<file path="src/rtl/ffba_pkg.sv">
package ffba_pkg;

    localparam int ADDR_W          = 32;
    localparam int SIZE_W          = 25;
    localparam int MAP_W           = 15;
    localparam int NUM_BLOCKS_DEF  = 16384;
    localparam int BLOCK_BYTES_DEF = 1024;

    localparam logic [MAP_W-1:0]  MAP_MAX        = 15'h7fff;
    localparam logic [ADDR_W-1:0] TAKE_BASE_RST  = 32'h02A0_0000;

    // Operation codes
    localparam logic [1:0] OP_ALLOC = 2'd0;
    localparam logic [1:0] OP_TAKE  = 2'd1;
    localparam logic [1:0] OP_FREE  = 2'd2;
    localparam logic [1:0] OP_NOP   = 2'd3;

    // Configuration register indexes
    localparam int CFG_IDX_W = 1;
    localparam logic [CFG_IDX_W-1:0] CFG_REGION_BASE = 1'd0;
    localparam logic [CFG_IDX_W-1:0] CFG_TAKE_BASE   = 1'd1;

    typedef struct packed {
        logic [1:0]        opcode;
        logic [SIZE_W-1:0] size_bytes;
        logic [ADDR_W-1:0] req_address;
    } t_req;

    typedef struct packed {
        logic [ADDR_W-1:0] result_address;
        logic              ok;
        logic              outside_region;
    } t_rsp;

    // Clamp a block count to what one map entry holds
    function automatic logic [MAP_W-1:0] sat_count(input logic [ADDR_W-1:0] n);
        return (n > ADDR_W'(MAP_MAX)) ? MAP_MAX : n[MAP_W-1:0];
    endfunction

endpackage

</file>
<file path="src/rtl/ffba_div.sv">
// Division by the block size: reciprocal multiply, then one correction step.
module ffba_div
    import ffba_pkg::*;
#(
    parameter int BLOCK_BYTES = BLOCK_BYTES_DEF
) (
    input  logic              i_clk,
    input  logic              i_rst_n,
    input  logic              i_start,
    input  logic [ADDR_W-1:0] i_dividend,
    output logic              o_done,
    output logic [ADDR_W-1:0] o_quotient
);

    // floor((2^32-1)/B) leaves the first estimate at most one below the quotient
    localparam logic [ADDR_W-1:0] RECIP   = ADDR_W'(64'hFFFF_FFFF / 64'(BLOCK_BYTES));
    localparam logic [ADDR_W-1:0] DIVISOR = ADDR_W'(BLOCK_BYTES);

    typedef enum logic [1:0] {
        S_IDLE,
        S_MUL,
        S_REM,
        S_FIX
    } t_state;

    t_state              r_state;
    logic                r_done;
    logic [ADDR_W-1:0]   r_num;
    logic [ADDR_W-1:0]   r_quo;
    logic [ADDR_W-1:0]   r_rem;

    logic [2*ADDR_W-1:0] prod;

    assign prod = {{ADDR_W{1'b0}}, r_num} * {{ADDR_W{1'b0}}, RECIP};

    always_ff @(posedge i_clk) begin
        if (!i_rst_n) begin
            r_state <= S_IDLE;
            r_done  <= 1'b0;
        end else begin
            r_done <= 1'b0;
            case (r_state)
                S_IDLE: begin
                    if (i_start) begin
                        r_num   <= i_dividend;
                        r_state <= S_MUL;
                    end
                end
                S_MUL: begin
                    r_quo   <= prod[2*ADDR_W-1:ADDR_W];
                    r_state <= S_REM;
                end
                S_REM: begin
                    r_rem   <= r_num - r_quo * DIVISOR;
                    r_state <= S_FIX;
                end
                S_FIX: begin
                    // Bump the estimate when a whole block is left over
                    if (r_rem >= DIVISOR) begin
                        r_quo <= r_quo + ADDR_W'(1);
                    end
                    r_done  <= 1'b1;
                    r_state <= S_IDLE;
                end
                default: begin
                    r_state <= S_IDLE;
                end
            endcase
        end
    end

    assign o_done     = r_done;
    assign o_quotient = r_quo;

endmodule

</file>
<file path="config.mk">
export PLATFORM = sky130hd
export DESIGN_NAME = ffba_div
export DESIGN_NICKNAME = d
export VERILOG_FILES = /design/src/rtl/ffba_pkg.sv /design/src/rtl/ffba_div.sv
export SDC_FILE = /design/constraint.sdc
export NUM_CORES = 1
export LEC_CHECK = 0
export BUFFER_PORTS_ARGS = -buffer_cell sky130_fd_sc_hd__buf_4
export CORE_AREA = 2 2 210 212
export CTS_BUF_LIST = sky130_fd_sc_hd__clkbuf_4
export DETAILED_ROUTE_END_ITERATION = 8
export DIE_AREA = 0 0 212 214
export MAX_ROUTING_LAYER = met4
export PLACE_DENSITY = 0.55
export SETUP_SLACK_MARGIN = 0.3
export SLEW_MARGIN = 30
export SYNTH_ARGS = -nofsm -noshare
export SYNTH_HDL_FRONTEND = slang
export SYNTH_SLANG_ARGS = --single-unit
</file>
<file path="constraint.sdc">
create_clock -name i_clk -period 13.7 [get_ports i_clk]
set_input_delay 3.425 -clock i_clk [delete_from_list [all_inputs] [get_ports i_clk]]
set_output_delay 3.425 -clock i_clk [all_outputs]
set_load 0.05 [all_outputs]
</file>
Word-level counts from Yosys, hierarchy flattened:

Cells that the tools add are included.

* reductions and logical operators: 5
* multipliers: 1
* mux-type cells: 5
* equality and inequality tests: 5
* $add $sub $neg: 2
* order comparisons: 1

Operators by type and width (number)
* $pmux 32 s2: 1
* $mul 32x22->54 const B: 1
* $add 32x1->32 const B: 1
* $ge 32x11->1 const B: 1
* $mux 32: 1
* $sub 32x32->32: 1
* $pmux 2 s4: 1
* $reduce_and 3->1: 2
* $eq 2x2->1 const B: 2
* $ne 2x2->1 const B: 2
* $eq 2x1->1 const B: 1
* $logic_not 2->1: 1
* $mux 2: 1
* $reduce_and 2->1: 1
* $reduce_bool 2->1: 1
* $mux 1: 1

* bits in registers: 99
* input bits: 35
* logic and storage cells: 24
* output and inout port bits: 33

Depth between registers and ports, before layout:

* word-level depth: 3
* gate-level depth with buffers: 24
* mapped depth without buffers: 23

Worst setup path after synthesis:

Ideal clock, no wire load.

* path type: reg-to-reg
* start: register r_num[11]
* end: register r_quo[21] (netlist: o_quotient[21]), data pin
* setup time: 0.266 ns
* period minus slack after synthesis: 6.924 ns
* path buffers: 0
* data required time: 13.434 ns
* cell stages (with the launch flop): 24
* arrival time: 6.658 ns
* slack: 6.776 ns
* cells stage by stage: edfxtp_1 -> inv_1 -> fa_1 -> inv_1 -> fa_1 -> inv_1 -> fa_1 -> inv_1 -> fa_1 -> fa_1 -> fa_1 -> inv_1 -> fa_1 -> inv_1 -> ha_1 -> nand4_2 -> nor4_4 -> nand2b_2 -> a2111oi_4 -> nor4_4 -> o311ai_4 -> a31oi_2 -> nor4b_1 -> nor3_1

* word-level cells in the longest chain between the ends: 2

RTL lines
* start: declaration: RTL line ffba_div.sv:28 `logic [ADDR_W-1:0] r_num;`
* start signal: assignment: RTL line ffba_div.sv:45 `r_num <= i_dividend;`
* $mul 32x22->54: RTL line ffba_div.sv:34 `assign prod = {{ADDR_W{1'b0}}, r_num} * {{ADDR_W{1'b0}}, RECIP};`
* $pmux 32 s2: RTL line ffba_div.sv:42 `case (r_state)`
* end signal: assignment: RTL line ffba_div.sv:50 `r_quo <= prod[2*ADDR_W-1:ADDR_W];`
* end signal: assignment: RTL line ffba_div.sv:60 `r_quo <= r_quo + ADDR_W'(1);`
* end: declaration: RTL line ffba_div.sv:29 `logic [ADDR_W-1:0] r_quo;`

Every way passes these cells.
A chain may end at the register's enable or synchronous reset.

Final worst setup path:

* start: register r_num[11]
* end: register r_quo[15] (netlist: o_quotient[15]), data pin

The elaborated chain is that of the path after synthesis.

==> impl_metrics.yaml <==
outcome:
  status: "finished, final reports clean"
yosys:
  synth_most_common_cell: "inv_1"
  seq_area_frac_synth_pct: 15.5
  async_flop_share_pct: 0
  synth_warnings: 0
  yosysUniqueCellTypes: 67
  syn_area_um2: 17000
  syn_area_per_cell_um2: 10.4
  synth_enable_flop_cells: 86
  synth_nets: 2197
  netlist_instances: 1633
  synth_top_cell_area_share_pct: 42.1
  ys_ff_latch: 89
  synthTopCellsByCount: "510 x inv_1, 358 x fa_1, 171 x ha_1"
  ys_top_cells_by_area: "fa_1 42%, edfxtp_1 15%, ha_1 13%, inv_1 11%, xnor2_1 2.8%"
  yosys.area.top_type: "fa_1"
  ys.flop_type: "edfxtp_1"
floorplanning:
  initial_utilization_pct: 39.7
  die_w_um: 212
  io_pins: 68
  die_h_um: 214
  row_count: 76
  core_area_um2: 42900
  die_area_um2: 45400
cts:
  clkLatencyLatePin_ps: 540
  cts_made_buffers: 9
  cts_root_buf: "clkbuf_4"
  post_cts_buffers: 0
  ctsHoldBuffers: 0
  clk_pin_slew_ps: 180
  cts_tree: "done"
  cts-resized-gates: 0
  cts_buffer_depth: 2
  cts.sinks: 89
  htreeDepth: 3
route:
  routed_wl_um: 45200
  drt_iter0_markers: 635
  post_drt_via_cell_ratio: 4.88
  dr.pass1.iters: 5
  routedWlPerCell_um: 19.7
  vias: 11200
  remaining_drc_errors: 0
  postRouteAntennaNets: 0
run:
  max_cap_viol_count: 0
critical_path:
  required_ps: 14120
  crit_type: "flop to flop"
  cp_max_fo: 6
  crit_path_start_kind: "flop"
  critPathSlowestCell: "fa_1"
  crit_path_frequent_cell: "fa_1"
  worstPathCellList: "inv_1, fa_1, inv_1, fa_1, inv_1, fa_1, inv_1, fa_1, fa_1, fa_1, inv_1, fa_1, inv_1, ha_1, nand3_1, nor3_2, nand4_1, a311o_1, o211ai_2, a221o_2, a211oi_2, or4b_1, nand3_1"
  cp-end-kind: "flop"
  crit_start: "r_num[11]$_DFFE_PP_"
  worstPathArrival_ps: 8300
  critPathMaxStageDelay_ps: 710
  r2r_cells: 23
  timing.rr.start: "r_num[11]$_DFFE_PP_"
timing:
  finalCritPeriodShare_pct: 57.5
  rsz0062_at_grt: "false"
  slew_viol_final: 0
  clock_skew_ps: 24.0
  finalSetupViolCount: 0
  finalSetupTns_ps: 0
  maxSlewHeadroom_pct: 38.1
  worstMarginPinSlew_ps: 928
  max_freq_mhz: 127
  hold_viol: 0
  layout_min_cycle_time_ps: 7880
global_route:
  grt_pass1_vias: 12300
  track_usage_pct: 22.0
  antenna_found_initial: 2
  grt_start_max_net_pins: 51
  overflow: 0
  grt_pass1_wl_um: 72000
hold_path:
  hold_class: "flop to flop"
  hp-start: "r_state[0]$_SDFFE_PN0P_"
  hold_depth: 2
layout:
  areaGrowthSynthToFinish_pct: 8.27
  drive_above_1_share_pct: 6.44
  nets: 2266
place:
  port_buffers: 67
  dp_hpwl_um: 40900
  place_congestion: 0.930
[final cells by class]
| type | instances | area (um2) |
|---|---|---|
| repair buffers | 71 | 568 |
| clock inverters | 7 | 100 |
| well taps | 585 | 732 |
| multi-input cells | 1021 | 12400 |
| inverters | 510 | 1910 |
| diodes | 2 | 5.00 |
| fillers | 4235 | 24400 |
| clock buffers | 9 | 67.6 |
| flip-flops and latches | 89 | 2640 |
[through the flow]
stage | util [%] | worst slack (ps) | std cells | hold WS [ps] | cell area [um2]
6_report | 43.0 | 5820 | 2294 | 568 | 18400
4_1_cts | 43.0 | 5810 | 2292 | 568 | 18400
5_1_grt | 43.0 | 5450 | 2294 | 624 | 18400
2_1_floorplan | - | 6780 | 1633 | 518 | 17000
3_3_place_gp | 42.5 | 5890 | 2273 | 545 | 18200
3_5_place_dp | 42.6 | 5870 | 2276 | 547 | 18300
[path summary, 6_finish.rpt]
kind                                   end  slack, ps
hold / removal     r_state[0]$_SDFFE_PN0P_        570
setup / recovery  o_quotient[15]$_DFFE_PP_       5820
setup reg to reg  o_quotient[15]$_DFFE_PP_       5820
hold reg to reg    r_state[0]$_SDFFE_PN0P_        570
[worst max-delay path, delay by kind of cell (launching register included)]
kind | cells | cell delay (ps)
AOI/OAI and AO/OA | 4 | 860
adders and majority gates | 8 | 4460
buffers and inverters | 6 | 620
DFF | 1 | 600
and+or+nand+nor | 5 | 1230
[registers in the layout, indices dropped and copies added (netlist names)]
signal and count:
r_state 2, r_rem 22, r_num 32, o_quotient 32, o_done 1
[logic make-up after synthesis]
kind of cell | count (synthesis) | synth area share, %
mux | 2 | 0.118
simple gates | 219 | 6.87
xor+xnor | 69 | 3.55
fa+ha+maj | 529 | 54.6
compound gates | 202 | 7.60
buf+inv | 523 | 11.7
flops | 89 | 15.5
[layout by cell type, fill, tap and decap left out, types with 6 or more instances in the layout]
| master | n |
|---|---|
| nor2b_1 | 7 |
| clkbuf_4 | 9 |
| and3_1 | 7 |
| nand2_1 | 58 |
| nor2_1 | 37 |
| o21bai_1 | 10 |
| nand2b_1 | 7 |
| fa_1 | 358 |
| nand4_1 | 11 |
| xor2_1 | 15 |
| ha_1 | 170 |
| nor3_1 | 15 |
| nor4_1 | 7 |
| a21oi_1 | 69 |
| edfxtp_1 | 86 |
| xnor2_1 | 54 |
| a31oi_1 | 6 |
| o21ai_1 | 10 |
| o21ai_0 | 44 |
| and2_1 | 15 |
| nand3_1 | 28 |
| inv_1 | 510 |
| buf_4 | 68 |
| a21o_1 | 22 |
[per-layer routing]
layer	wire length (um)	global-route usage (%)	vias up
met5	0	-	-
met3	1540	3.09	59
li1	-	-	5178
met2	22800	36.5	211
met1	19400	28.1	5742
met4	1470	6.24	0
Power is left out: the tool's default activity adds up to more than one toggle a clock period on the data nets, which glitch-free logic cannot reach.
